File: src/hw/rtl/alcp_pkg.sv
`default_nettype none
package alcp_pkg;

  typedef logic [2:0] step_t;

  localparam step_t STEP_ACCEPT    = 3'd0;
  localparam step_t STEP_STRIP_RD  = 3'd1;
  localparam step_t STEP_STRIP_TST = 3'd2;
  localparam step_t STEP_SCAN_RD   = 3'd3;
  localparam step_t STEP_SCAN_TST  = 3'd4;
  localparam step_t STEP_PARSE     = 3'd5;
  localparam step_t STEP_EMIT      = 3'd6;

  typedef enum logic [2:0] {
    OP_ACCEPT,
    OP_STRIP_RD,
    OP_STRIP_TST,
    OP_SCAN_RD,
    OP_SCAN_TST,
    OP_PARSE,
    OP_EMIT
  } op_t;

  typedef enum logic [2:0] {
    COND_LINE_END,
    COND_IDX_ZERO,
    COND_BLANK,
    COND_IDX_END,
    COND_RD_ZERO,
    COND_REPLY,
    COND_EMIT_LAST
  } cond_t;

  typedef struct packed {
    op_t   op;
    cond_t cond;
    step_t tgt_taken;
    step_t tgt_not;
  } uword_t;

  typedef struct packed {
    logic line_end;
    logic idx_zero;
    logic blank;
    logic idx_end;
    logic rd_zero;
    logic reply;
    logic emit_last;
  } status_t;

  localparam logic [7:0]  CH_NUL     = 8'h00;
  localparam logic [7:0]  CH_TAB     = 8'h09;
  localparam logic [7:0]  CH_LF      = 8'h0A;
  localparam logic [7:0]  CH_CR      = 8'h0D;
  localparam logic [7:0]  CH_SPACE   = 8'h20;
  localparam logic [7:0]  CH_COLON   = 8'h3A;
  localparam logic [7:0]  OUT_MASK   = 8'h3F;
  localparam logic [31:0] CMD_OUT    = "OUT:";
  localparam logic [23:0] CMD_REQ    = "REQ";
  localparam logic [47:0] REPLY_HEAD = "STATE:";

  function automatic logic [7:0] hex_char(logic [3:0] d);
    if (d < 4'd10) begin
      hex_char = 8'h30 + {4'h0, d};
    end else begin
      hex_char = 8'h37 + {4'h0, d};
    end
  endfunction

  // {valid, value}
  function automatic logic [4:0] hex_val(logic [7:0] c);
    logic [7:0] t;
    t = 8'h00;
    hex_val = 5'h00;
    if (c inside {[8'h30:8'h39]}) begin
      t = c - 8'h30;
      hex_val = {1'b1, t[3:0]};
    end else if (c inside {[8'h41:8'h46]}) begin
      t = c - 8'h37;
      hex_val = {1'b1, t[3:0]};
    end else if (c inside {[8'h61:8'h66]}) begin
      t = c - 8'h57;
      hex_val = {1'b1, t[3:0]};
    end
  endfunction

endpackage
`default_nettype wire

File: src/hw/rtl/alcp_in_if.sv
`default_nettype none
interface alcp_in_if;
  logic       valid;
  logic       ready;
  logic [7:0] rx_byte;
  logic [7:0] input_pins;

  modport source (output valid, output rx_byte, output input_pins, input ready);
  modport sink (input valid, input rx_byte, input input_pins, output ready);
endinterface
`default_nettype wire

File: src/hw/rtl/alcp_out_if.sv
`default_nettype none
interface alcp_out_if;
  logic       valid;
  logic       ready;
  logic [7:0] tx_byte;
  logic       last_of_reply;
  logic [5:0] output_pins;

  modport source (output valid, output tx_byte, output last_of_reply, output output_pins,
                  input ready);
  modport sink (input valid, input tx_byte, input last_of_reply, input output_pins,
                output ready);
endinterface
`default_nettype wire

File: src/hw/rtl/alcp_sequencer.sv
`default_nettype none
module alcp_sequencer
  import alcp_pkg::*;
(
  input  wire logic    clk,
  input  wire logic    rst_n,
  input  wire status_t status,
  output op_t          op
);

  step_t  pc_r, pc_nxt;
  uword_t uw;
  logic   taken;

  function automatic uword_t ucode(step_t s);
    case (s)
      STEP_ACCEPT:    ucode = '{OP_ACCEPT,    COND_LINE_END,  STEP_STRIP_RD,  STEP_ACCEPT};
      STEP_STRIP_RD:  ucode = '{OP_STRIP_RD,  COND_IDX_ZERO,  STEP_ACCEPT,    STEP_STRIP_TST};
      STEP_STRIP_TST: ucode = '{OP_STRIP_TST, COND_BLANK,     STEP_STRIP_RD,  STEP_SCAN_RD};
      STEP_SCAN_RD:   ucode = '{OP_SCAN_RD,   COND_IDX_END,   STEP_PARSE,     STEP_SCAN_TST};
      STEP_SCAN_TST:  ucode = '{OP_SCAN_TST,  COND_RD_ZERO,   STEP_PARSE,     STEP_SCAN_RD};
      STEP_PARSE:     ucode = '{OP_PARSE,     COND_REPLY,     STEP_EMIT,      STEP_ACCEPT};
      STEP_EMIT:      ucode = '{OP_EMIT,      COND_EMIT_LAST, STEP_ACCEPT,    STEP_EMIT};
      default:        ucode = '{OP_ACCEPT,    COND_LINE_END,  STEP_STRIP_RD,  STEP_ACCEPT};
    endcase
  endfunction

  always_comb begin
    uw = ucode(pc_r);
  end

  always_comb begin
    case (uw.cond)
      COND_LINE_END:  taken = status.line_end;
      COND_IDX_ZERO:  taken = status.idx_zero;
      COND_BLANK:     taken = status.blank;
      COND_IDX_END:   taken = status.idx_end;
      COND_RD_ZERO:   taken = status.rd_zero;
      COND_REPLY:     taken = status.reply;
      COND_EMIT_LAST: taken = status.emit_last;
      default:        taken = 1'b0;
    endcase
    pc_nxt = taken ? uw.tgt_taken : uw.tgt_not;
  end

  always_ff @(posedge clk) begin
    if (!rst_n) begin
      pc_r <= STEP_ACCEPT;
    end else begin
      pc_r <= pc_nxt;
    end
  end

  assign op = uw.op;

endmodule
`default_nettype wire

File: src/hw/rtl/alcp_datapath.sv
`default_nettype none
module alcp_datapath
  import alcp_pkg::*;
#(
  parameter int LINE_BYTES = 32
) (
  input  wire logic  clk,
  input  wire logic  rst_n,
  input  wire op_t   op,
  output status_t    status,
  alcp_in_if.sink    in_if,
  alcp_out_if.source out_if
);

  localparam int IW = $clog2(LINE_BYTES);
  localparam logic [IW-1:0] LEN_MAX = IW'(LINE_BYTES - 1);

  logic [7:0]    mem [LINE_BYTES];
  logic [7:0]    ch_r [6];
  logic [IW-1:0] len_r, len_nxt;
  logic [IW-1:0] idx_r, idx_nxt;
  logic [IW-1:0] end_r, end_nxt;
  logic [IW-1:0] rd_addr;
  logic [7:0]    rd_data_r;
  logic [7:0]    pins_r, pins_nxt;
  logic [5:0]    outreg_r, outreg_nxt;
  logic [3:0]    k_r, k_nxt;
  logic          out_valid_r, out_valid_nxt;
  logic [7:0]    tx_r, tx_nxt;
  logic          last_r, last_nxt;
  logic [5:0]    opins_r, opins_nxt;

  logic          acc, is_eol, wr_en, ch_en, load;
  logic          is_blank, is_zero;
  logic [4:0]    hv4, hv5;
  logic          is_out, out_ok, req_ok;
  logic [7:0]    v8, vm;
  logic          ph, oh;
  logic [3:0]    pn, on, j, j3;
  logic [47:0]   hd;
  logic [7:0]    reply_char;
  logic          is_last;

  assign in_if.ready = (op == OP_ACCEPT);
  assign acc         = in_if.valid && in_if.ready;
  assign is_eol      = (in_if.rx_byte == CH_LF) || (in_if.rx_byte == CH_CR);
  assign wr_en       = acc && !is_eol && (len_r < LEN_MAX);
  assign ch_en       = (op == OP_SCAN_TST) && (idx_r < IW'(6));
  assign rd_addr     = (op == OP_STRIP_RD) ? (idx_r - IW'(1)) : idx_r;
  assign is_blank    = (rd_data_r == CH_SPACE) || (rd_data_r == CH_TAB);
  assign is_zero     = (rd_data_r == CH_NUL);
  assign load        = (op == OP_EMIT) && (!out_valid_r || out_if.ready);

  // command decode over the captured head of the line
  always_comb begin
    hv4    = hex_val(ch_r[4]);
    hv5    = hex_val(ch_r[5]);
    is_out = (end_r >= IW'(4)) && ({ch_r[0], ch_r[1], ch_r[2], ch_r[3]} == CMD_OUT);
    out_ok = is_out && (end_r >= IW'(6)) && hv4[4];
    req_ok = (end_r == IW'(3)) && ({ch_r[0], ch_r[1], ch_r[2]} == CMD_REQ);
    v8     = hv5[4] ? {hv4[3:0], hv5[3:0]} : {4'h0, hv4[3:0]};
    vm     = v8 & OUT_MASK;
  end

  // reply character at position k_r
  always_comb begin
    ph         = (pins_r[7:4] != 4'h0);
    oh         = (outreg_r[5:4] != 2'b00);
    pn         = ph ? 4'd2 : 4'd1;
    on         = oh ? 4'd2 : 4'd1;
    hd         = REPLY_HEAD << {k_r[2:0], 3'b000};
    j          = k_r - 4'd6;
    j3         = j - pn - 4'd1;
    reply_char = CH_NUL;
    is_last    = 1'b0;
    if (k_r < 4'd6) begin
      reply_char = hd[47:40];
    end else if (j < pn) begin
      reply_char = hex_char((ph && (j == 4'd0)) ? pins_r[7:4] : pins_r[3:0]);
    end else if (j == pn) begin
      reply_char = CH_COLON;
    end else if (j3 < on) begin
      reply_char = hex_char((oh && (j3 == 4'd0)) ? {2'b00, outreg_r[5:4]} : outreg_r[3:0]);
    end else if (j3 == on) begin
      reply_char = CH_CR;
    end else begin
      reply_char = CH_LF;
      is_last    = 1'b1;
    end
  end

  always_comb begin
    status.line_end  = acc && is_eol && (len_r != '0);
    status.idx_zero  = (idx_r == '0);
    status.blank     = is_blank;
    status.idx_end   = (idx_r == end_r);
    status.rd_zero   = is_zero;
    status.reply     = out_ok || req_ok;
    status.emit_last = load && is_last;
  end

  always_comb begin
    len_nxt    = len_r;
    idx_nxt    = idx_r;
    end_nxt    = end_r;
    pins_nxt   = pins_r;
    outreg_nxt = outreg_r;
    k_nxt      = k_r;
    tx_nxt     = tx_r;
    last_nxt   = last_r;
    opins_nxt  = opins_r;
    case (op)
      OP_ACCEPT: begin
        if (acc) begin
          pins_nxt = in_if.input_pins;
          if (is_eol) begin
            if (len_r != '0) begin
              idx_nxt = len_r;
              len_nxt = '0;
            end
          end else if (len_r < LEN_MAX) begin
            len_nxt = len_r + IW'(1);
          end
        end
      end
      OP_STRIP_TST: begin
        if (is_blank) begin
          idx_nxt = idx_r - IW'(1);
        end else begin
          end_nxt = idx_r;
          idx_nxt = '0;
        end
      end
      OP_SCAN_TST: begin
        if (is_zero) begin
          end_nxt = idx_r;
        end else begin
          idx_nxt = idx_r + IW'(1);
        end
      end
      OP_PARSE: begin
        k_nxt = 4'd0;
        if (out_ok) begin
          outreg_nxt = vm[5:0];
        end
      end
      OP_EMIT: begin
        if (load) begin
          tx_nxt    = reply_char;
          last_nxt  = is_last;
          opins_nxt = outreg_r;
          k_nxt     = k_r + 4'd1;
        end
      end
      default: ;
    endcase
    if (load) begin
      out_valid_nxt = 1'b1;
    end else if (out_if.ready) begin
      out_valid_nxt = 1'b0;
    end else begin
      out_valid_nxt = out_valid_r;
    end
  end

  always_ff @(posedge clk) begin
    if (wr_en) begin
      mem[len_r] <= in_if.rx_byte;
    end
    rd_data_r <= mem[rd_addr];
  end

  always_ff @(posedge clk) begin
    if (ch_en) begin
      ch_r[idx_r[2:0]] <= rd_data_r;
    end
  end

  always_ff @(posedge clk) begin
    if (!rst_n) begin
      len_r       <= '0;
      outreg_r    <= '0;
      out_valid_r <= 1'b0;
    end else begin
      len_r       <= len_nxt;
      outreg_r    <= outreg_nxt;
      out_valid_r <= out_valid_nxt;
    end
  end

  always_ff @(posedge clk) begin
    idx_r   <= idx_nxt;
    end_r   <= end_nxt;
    pins_r  <= pins_nxt;
    k_r     <= k_nxt;
    tx_r    <= tx_nxt;
    last_r  <= last_nxt;
    opins_r <= opins_nxt;
  end

  assign out_if.valid         = out_valid_r;
  assign out_if.tx_byte       = tx_r;
  assign out_if.last_of_reply = last_r;
  assign out_if.output_pins   = opins_r;

endmodule
`default_nettype wire

File: src/hw/rtl/ascii_line_command_parser_top.sv
// Ordinary character: stored while the line has room, and the block stays ready for more input.
// CR or LF ending a non-empty line: accepted, trailing blanks stripped by reading back from
// the end, the line scanned up to a zero byte or its end, the command decoded, and on a
// valid command one reply byte per cycle into the output register while the output does not
// stall. The store has one registered read port.
// Reset clears line length, output register and the pending result; the store is not cleared.
`default_nettype none
module ascii_line_command_parser_top
  import alcp_pkg::*;
#(
  parameter int LINE_BYTES = 32
) (
  input  wire logic  clk,
  input  wire logic  rst_n,
  alcp_in_if.sink    in_if,
  alcp_out_if.source out_if
);

  op_t     op;
  status_t status;

  alcp_sequencer u_seq (
    .clk    (clk),
    .rst_n  (rst_n),
    .status (status),
    .op     (op)
  );

  alcp_datapath #(
    .LINE_BYTES (LINE_BYTES)
  ) u_dp (
    .clk    (clk),
    .rst_n  (rst_n),
    .op     (op),
    .status (status),
    .in_if  (in_if),
    .out_if (out_if)
  );

endmodule
`default_nettype wire

File: src/flat_wrapper.sv
// flat-port wrapper written by rule: the top's interface ports become plain ports
module ascii_line_command_parser_top_flat import alcp_pkg::*;
#(
  parameter int LINE_BYTES = 32
)
  (clk, rst_n, in_if_valid, in_if_rx_byte, in_if_input_pins, in_if_ready, out_if_valid, out_if_tx_byte, out_if_last_of_reply, out_if_output_pins, out_if_ready);
  alcp_in_if in_if_i ();
  alcp_out_if out_if_i ();
  input  wire logic clk;
  input  wire logic rst_n;
  input wire logic [$bits(in_if_i.valid)-1:0] in_if_valid;
  input wire logic [$bits(in_if_i.rx_byte)-1:0] in_if_rx_byte;
  input wire logic [$bits(in_if_i.input_pins)-1:0] in_if_input_pins;
  output wire logic [$bits(in_if_i.ready)-1:0] in_if_ready;
  output wire logic [$bits(out_if_i.valid)-1:0] out_if_valid;
  output wire logic [$bits(out_if_i.tx_byte)-1:0] out_if_tx_byte;
  output wire logic [$bits(out_if_i.last_of_reply)-1:0] out_if_last_of_reply;
  output wire logic [$bits(out_if_i.output_pins)-1:0] out_if_output_pins;
  input wire logic [$bits(out_if_i.ready)-1:0] out_if_ready;
  assign in_if_i.valid = in_if_valid;
  assign in_if_i.rx_byte = in_if_rx_byte;
  assign in_if_i.input_pins = in_if_input_pins;
  assign in_if_ready = in_if_i.ready;
  assign out_if_valid = out_if_i.valid;
  assign out_if_tx_byte = out_if_i.tx_byte;
  assign out_if_last_of_reply = out_if_i.last_of_reply;
  assign out_if_output_pins = out_if_i.output_pins;
  assign out_if_i.ready = out_if_ready;
  ascii_line_command_parser_top #(.LINE_BYTES(LINE_BYTES)) u_core (.clk(clk), .rst_n(rst_n), .in_if(in_if_i), .out_if(out_if_i));
endmodule
File: config.mk
export PLATFORM = sky130hd
export DESIGN_NAME = ascii_line_command_parser_top_flat
export DESIGN_NICKNAME = d
export VERILOG_FILES = /design/src/hw/rtl/alcp_pkg.sv /design/src/hw/rtl/alcp_in_if.sv /design/src/hw/rtl/alcp_out_if.sv /design/src/hw/rtl/alcp_sequencer.sv /design/src/hw/rtl/alcp_datapath.sv /design/src/hw/rtl/ascii_line_command_parser_top.sv /design/src/flat_wrapper.sv
export SDC_FILE = /design/constraint.sdc
export NUM_CORES = 1
export LEC_CHECK = 0
export BUFFER_PORTS_ARGS = -buffer_cell sky130_fd_sc_hd__clkbuf_2
export CAP_MARGIN = 30
export CORE_ASPECT_RATIO = 0.7
export CORE_UTILIZATION = 30
export CTS_CLUSTER_DIAMETER = 40
export DETAILED_ROUTE_END_ITERATION = 10
export HOLD_SLACK_MARGIN = 0.12
export PLACE_DENSITY_LB_ADDON = 0.05
export SYNTH_ARGS = -nofsm -noshare
export SYNTH_HDL_FRONTEND = slang
export SYNTH_SLANG_ARGS = --single-unit
File: constraint.sdc
create_clock -name clk -period 9.3 [get_ports clk]
set_input_delay 0.465 -clock clk [delete_from_list [all_inputs] [get_ports clk]]
set_output_delay 0.465 -clock clk [all_outputs]
set_load 0.05 [all_outputs]
==> metrics.txt, run 1 <==
post-cts resize count=0; Worst Hold Launch=rst_n; Sink Count=363; Worst Setup End Kind=register; synth-to-layout area growth=17.5%; DIE AREA=52700 um^2; Mapped Nets=1256; worst min path class=primary input to register; Yosys top cell by area=edfxtp_1; vias in the first global route=9584; Max-slew headroom=0.246; vias=9934; synth unique cells=76; chip height=between 150 and 200 um; hold slack=between 0.2 and 0.25 ns; Critical Path Slowest Stage Cell=o31ai_1; worst stage delay on the critical path=0.58 ns; Seq/Total Area, Yosys=0.687; top cells by area, synth=edfxtp_1 (66%), nand2_1 (5.9%), nand3_1 (3.1%); drt first-iter violations=about 750; fin crit share=0.419; WL final=44.6 mm; Placeable Area=50900 um^2; io pins=37; Tmin final=3.89 ns; Worst Setup Start Kind=register; EDFF count, synth=340; max-slew violations=0; Synth Instances=1209; crit path kind=register to register; setup violators final=0; IO Port Bufs=35; CP delay by family, top=compound AO/OA/AOI/OAI gates; first-pass GRT wire length=66.0 mm; outcome=completed; first-pass iteration count of the detailed router=5; crit-path cells=nor4_1 > inv_1 > ha_1 > a21oi_1 > xnor2_1 > o31ai_1 > nand2_2 > mux2i_1 > ha_1 > nand2_1 > nand2_1 > a22oi_1 > o211ai_1 > o311ai_0; Critical Path AT=~4.2 ns; remaining antenna violation count=0; drt drc=0; fraction of layout cells with a size suffix above 1=0.130; worst skew pair latency=around 0.57 ns; Critical Path Fanout Max=7; Max Fclk=257 MHz; Avg WL per Cell=22.5 um; gr ovfl total=0; FP Rows=69; Post-synth ARST share=0; Final Hold Viols=0; routability-driven placement congestion ratio=0.748; Leak=6.15 nW; Final HPWL DP=28.0 mm; initial antenna violation count=3; unrepaired setup endpoints after global routing=false; postcts setup bufs=0; setup slack, reg-to-reg=between 5 and 6 ns; PwrDens=265 nW/um^2; synthesized area per cell=12.8 um^2; top cell type's share of synthesized area=0.657; hold_buf cts=8; nets=1315; data required time of the critical path=9.57 ns; largest net degree at the start of global routing=66; area of the mapped netlist=15500 um^2; Max rail drop VDD=0.106 mV; Ys Warns=0; CTS tree=yes; total CTS buffers=between 40 and 50; antenna cell count=0; worst r2r src=u_core.u_dp.pins_r[7]$_DFFE_PP_; via/cell ratio=5.02; clk slew on worst S/H paths=0.06 ns; Fin Setup TNS=0 ns; worst-margin pin slew=1.13 ns; die outline width=274 um; critical path buffer and inverter count=1; clock buffer depth=3; Clk Tree Root Cell=clkbuf_16; initial core utilization=0.305; FF+latch count, synth=363; main flop type after synthesis=edfxtp_1; Total GRT Usage=0.172; clock skew=0.0236 ns; beginning of the critical path=u_core.u_dp.pins_r[7]$_DFFE_PP_; H-tree Lvls=2; max-cap violations=0
## per-layer routing
layer | global-route usage | wire length (um)
met3 | 0.0413 | 2840
met1 | 0.272 | 23600
met2 | 0.225 | 17200
met5 | 0 | 0
met4 | 0.0515 | 943
## path summary, 6_finish.rpt
path,end,cells past startpoint
max,u_core.u_dp.out_if.tx_byte[2]$_DFFE_PP_,14
min,u_core.u_seq.pc_r[0]$_SDFF_PN0_,2
max reg2reg,u_core.u_dp.out_if.tx_byte[2]$_DFFE_PP_,14
min reg2reg,u_core.u_dp.out_if.output_pins[0]$_DFFE_PP_,0
## where the power goes
group	total (mW)	switching [mW]	internal (mW)
clock network	1.87	0.736	1.14
registers	2.03	0.138	1.90
logic	0.935	0.667	0.268
total	4.84	1.54	3.30
## cell type report
| type | count | area (um^2) |
|---|---|---|
| Tap cell | 674 | 843 |
| Timing Repair Buffer | 71 | 478 |
| Sequential cell | 363 | 10700 |
| Clock buffer | 52 | 1240 |
| Clock inverter | 34 | 374 |
| Multi-Input combinational cell | 759 | 4550 |
| Fill cell | 4977 | 32700 |
| Inverter | 26 | 97.6 |
## synth_stat cells (all sizes together) (4+ instances only)
cell	number
edfxtp	340
nand2	246
nand3	96
nor2	75
clkbuf	36
mux2i	32
a21oi	31
a32oi	26
ha	26
inv	26
buf	25
nand4	24
dfxtp	23
nand4b	18
nor3	15
o21ai	15
nand2b	10
nor4	10
xnor2	10
xor2	10
o2111ai	9
nor2b	7
a211oi	6
a21o	6
a311oi	5
and3	5
nand3b	5
o31ai	5
or3	5
o211ai	4
## cells in the final DEF, fill, tap and decap left out, types with 6 or more instances in the layout
master,count
edfxtp_1,340
nand4b_1,17
nand2b_1,10
nand3_1,96
o21ai_0,14
bufinv_16,6
mux2i_1,32
nor3_1,15
nor4_1,10
clkinv_1,6
nand2_1,244
buf_4,23
a21oi_1,30
dlygate4sd3_1,8
xnor2_1,10
inv_1,26
o2111ai_1,8
a32oi_1,26
clkinv_2,7
nor2_1,74
nand4_1,23
clkinvlp_4,6
clkbuf_2,35
ha_1,26
clkbuf_16,49
xor2_1,9
dfxtp_1,23
nor2b_1,7
## state kept, by name, indices dropped and copies added (netlist names), 3 cells and up
name	flops
u_core.u_dp.out_if.output_pins	6
u_core.u_dp.outreg_r	6
u_core.u_dp.k_r	4
u_core.u_dp.len_r	5
u_core.u_dp.pins_r	8
u_core.u_dp.idx_r	5
u_core.u_dp.ch_r	48
u_core.u_dp.rd_data_r	8
u_core.u_dp.out_if.tx_byte	7
u_core.u_dp.end_r	5
u_core.u_seq.pc_r	3
u_core.u_dp.mem	256
## metrics by stage
step                cells  setup WS [ns]  power, mW  utilization  cell area [um^2]
floorplan            1209           6.05       2.57            -             15500
global placement     1872           5.09       3.01        0.323             16500
detailed placement   1880           5.06       3.00        0.324             16500
CTS                  1974           5.02       4.90        0.357             18200
global route         1979           4.91       5.06        0.358             18300
finish               1979           5.41       4.84        0.358             18300
## cells by family (layout without fill, tap and decap cells)
kind of cell	Yosys count	in the layout	share of synthesized area
and+or+nand+nor	538	538	0.165
DFF	363	363	0.687
AOI/OAI and AO/OA	139	139	0.0677
buffers and inverters	87	183	0.0237
muxes	34	34	0.0221
adders and majority gates	27	27	0.0222
xor gates and xnor gates	20	20	0.0125
other	1	1	0.000241
## worst reg2reg max path: stages, from the launching register on
cell and delay (ns):
edfxtp_1 0.46, nor4_1 0.54, inv_1 0.19, ha_1 0.23, a21oi_1 0.19, xnor2_1 0.11, o31ai_1 0.58, nand2_2 0.24
mux2i_1 0.21, ha_1 0.20, nand2_1 0.06, nand2_1 0.09, a22oi_1 0.07, o211ai_1 0.24, o311ai_0 0.19
Power figures use the tool's default switching activity.
==> run 2, diff against run 1 <==
==> constraint.sdc (replaced) <==
create_clock -name clk -period 3.2 [get_ports clk]
set_input_delay 0.16 -clock clk [delete_from_list [all_inputs] [get_ports clk]]
set_output_delay 0.16 -clock clk [all_outputs]
set_load 0.05 [all_outputs]
==> run 2 against run 1 <==
Global-route usage about the same. First-iteration DRC count shrank 1.6%. Final area is 4.7% higher. The run now ends with DRC left. Total power rose to 3.0 times the previous value. Sequential power increased to 2.8 times the previous value.
==> metrics.txt, run 2 (synthesis results as in run 1) <==
Worst Reg2Reg Path Length in Cells=13 (-1); CTS tree=yes; drt drc=4 (+4); max-cap violations=0 (unchanged); data required time of the critical path=3.64 ns (-5.93 ns); Tmin final=3.14 ns (-0.755 ns); first-pass iteration count of the detailed router=8 (+3); Clk Tree Root Cell=clkbuf_16; nets=1403 (+6.7%); worst setup path end=u_core.u_seq.pc_r[1]$_SDFF_PN0_; final instance area=19100 um^2 (+4.7%); Reg-to-Reg End=u_core.u_seq.pc_r[1]$_SDFF_PN0_; Sink Count=363 (unchanged); clock skew=0.0171 ns (-0.00652 ns); Max rail drop VDD=0.521 mV (+390%); max-slew violations=0 (unchanged); Final HPWL DP=29.3 mm (+4.5%); vias=10100 (+2.1%); worst skew pair latency=0.57 ns (about the same); initial antenna violation count=1 (-2); outcome=finished with violations; most common cell after layout, fill and taps aside=edfxtp_1; beginning of the critical path=u_core.u_dp.pins_r[7]$_DFFE_PP_; worst-margin pin slew=0.909 ns (-0.222 ns); leading cell types in the layout, fill and taps excluded=edfxtp_1 (340), nand2_1 (244), buf_4 (101); hold slack=0.168 ns (-0.0506 ns); FP Rows=69 (unchanged); Total GRT Usage=0.172 (+0.000200); Final WS setup=0.0625 ns (-5.34 ns); die outline width=274 um (unchanged); largest reg by FF count=u_core.u_dp.mem; routability-driven placement congestion ratio=0.791 (+5.7%); Leak=6.65 nW (+8.1%); via/cell ratio=4.91 (-2.3%); io pins=37 (unchanged); Max-slew headroom=0.394 (+0.148); Placeable Area=50900 um^2 (unchanged); Critical Path AT=3.57 ns (-0.59 ns); WL final=44.9 mm (+0.68%); design internal power=9.88 mW (+200%); IO Port Bufs=35 (unchanged); Worst Setup Start Kind=register; Avg WL per Cell=21.7 um (-3.6%); total CTS buffers=48 (+2.1%); met1 usage in global routing=0.277 (+0.00455); unrepaired setup endpoints after global routing=true; met2 Usage GRT=0.231 (+0.00622); setup violators final=0 (unchanged); DIE AREA=52700 um^2 (unchanged); drt first-iter violations=737 (-1.6%); largest net degree at the start of global routing=60 (-9.1%); pre-CTS WS=-0.0365 ns (-5.09 ns); worst r2r src=u_core.u_dp.pins_r[7]$_DFFE_PP_; crit path kind=register to register; Logic pwr share=0.217 (+0.024); first-pass GRT wire length=66.0 mm (about the same); grt peak-use layer=met1; fin crit share=0.980 (+0.562); fraction of layout cells with a size suffix above 1=0.188 (+0.0587); Max Fclk=319 MHz (+24%); gr ovfl total=0 (unchanged); GR Util met3=0.0312 (-0.0101); Critical Path Fanout Max=2 (-5); clock buffer depth=3 (unchanged); synth-to-layout area growth=23.0%; Largest register FFs=256 (unchanged); setup slack, reg-to-reg=0.06 ns (-5.34 ns); worst min path class=primary input to register; Flop pwr share=0.404 (-0.016); Final Hold Viols=0 (unchanged); Final Core Density=0.375 (+0.0168); vias in the first global route=9773 (+2.0%); clk slew on worst S/H paths=0.05 ns (about the same); PwrDens=748 nW/um^2 (+180%); dpl cell area=17200 um^2 (+4.0%); H-tree Lvls=2 (unchanged); worst hold stages=6 (+4); Net Sw Power=4.41 mW (+190%); failing checks=DRC; number of fill cells=4942 (-0.70%); Worst Setup End Kind=register; initial core utilization=0.305 (unchanged); Clock power frac=0.379 (-0.008); remaining antenna violation count=0 (unchanged); chip height=192 um (unchanged); sw frac=0.309 (-0.00946)
-- run 2: worst min-delay path by stage --
stage	startpoint	endpoint	slack, ns
after floorplan	in_if_rx_byte[0]	u_core.u_dp.mem[0][0]$_DFFE_PP_	0.26
after detailed placement	in_if_input_pins[7]	u_core.u_dp.pins_r[7]$_DFFE_PP_	0.34
after global placement	in_if_input_pins[0]	u_core.u_dp.pins_r[0]$_DFFE_PP_	0.34
final	in_if_rx_byte[6]	u_core.u_dp.len_r[1]$_SDFFE_PN0P_	0.17
after CTS	in_if_rx_byte[6]	u_core.u_dp.len_r[1]$_SDFFE_PN0P_	0.14
after global routing	in_if_rx_byte[6]	u_core.u_dp.mem[18][6]$_DFFE_PP_	0.19
-- run 2: repair_timing --
item | CTS | global route
buffers inserted | 2 | 7
resized for setup | 3 | 22
hold buffers | 14 | 0
pin swaps | 5 | 18
hold endpoints to repair | 38 | 0
endpoints found under the setup margin | 2 | 9
-- run 2: final cells by class --
class	count	area, um^2	area share
Sequential cell	363	10700	0.558
Clock buffer	62	1330	0.0695
Inverter	26	100	0.00524
Clock inverter	24	270	0.0141
Tap cell	674	843	0.0441
Antenna cell	1	2.50	0.000131
Timing Repair Buffer	158	1220	0.0641
Multi-Input combinational cell	759	4670	0.244
-- run 2: power groups by stage --
stage	Combinational [mW]	Sequential, mW	Clock [mW]
CTS	3.12	5.78	5.56
detailed placement	3.09	5.88	0
floorplan	1.75	5.73	0
finish	3.10	5.77	5.42
global placement	3.12	5.88	0
global route	3.41	5.80	5.72
-- run 2: worst max-delay path, cell delays in order (launching register included) --
cell	delay [ns]
edfxtp_1	0.42
nor4_4	0.30
inv_1	0.09
ha_2	0.19
inv_2	0.06
fa_2	0.46
inv_4	0.09
ha_4	0.21
a21oi_4	0.16
a21oi_2	0.06
o2111ai_2	0.28
nand4_2	0.18
and4_1	0.19
or3_1	0.31
-- run 2: per-layer routing --
layer / part of all wire / vias up
met4: 0.019 / 0
met1: 0.54 / 5054
met2: 0.40 / 187
li1: - / 4831
met3: 0.047 / 69
met5: 0 / -
-- run 2: through the flow --
stage	TNS, ns	total power, mW	instances
floorplan	0	7.48	1209
global placement	0	9.00	1957
detailed placement	-0.0365	8.97	1957
CTS	0	14.5	2059
global route	-0.386	14.9	2066
finish	0	14.3	2067
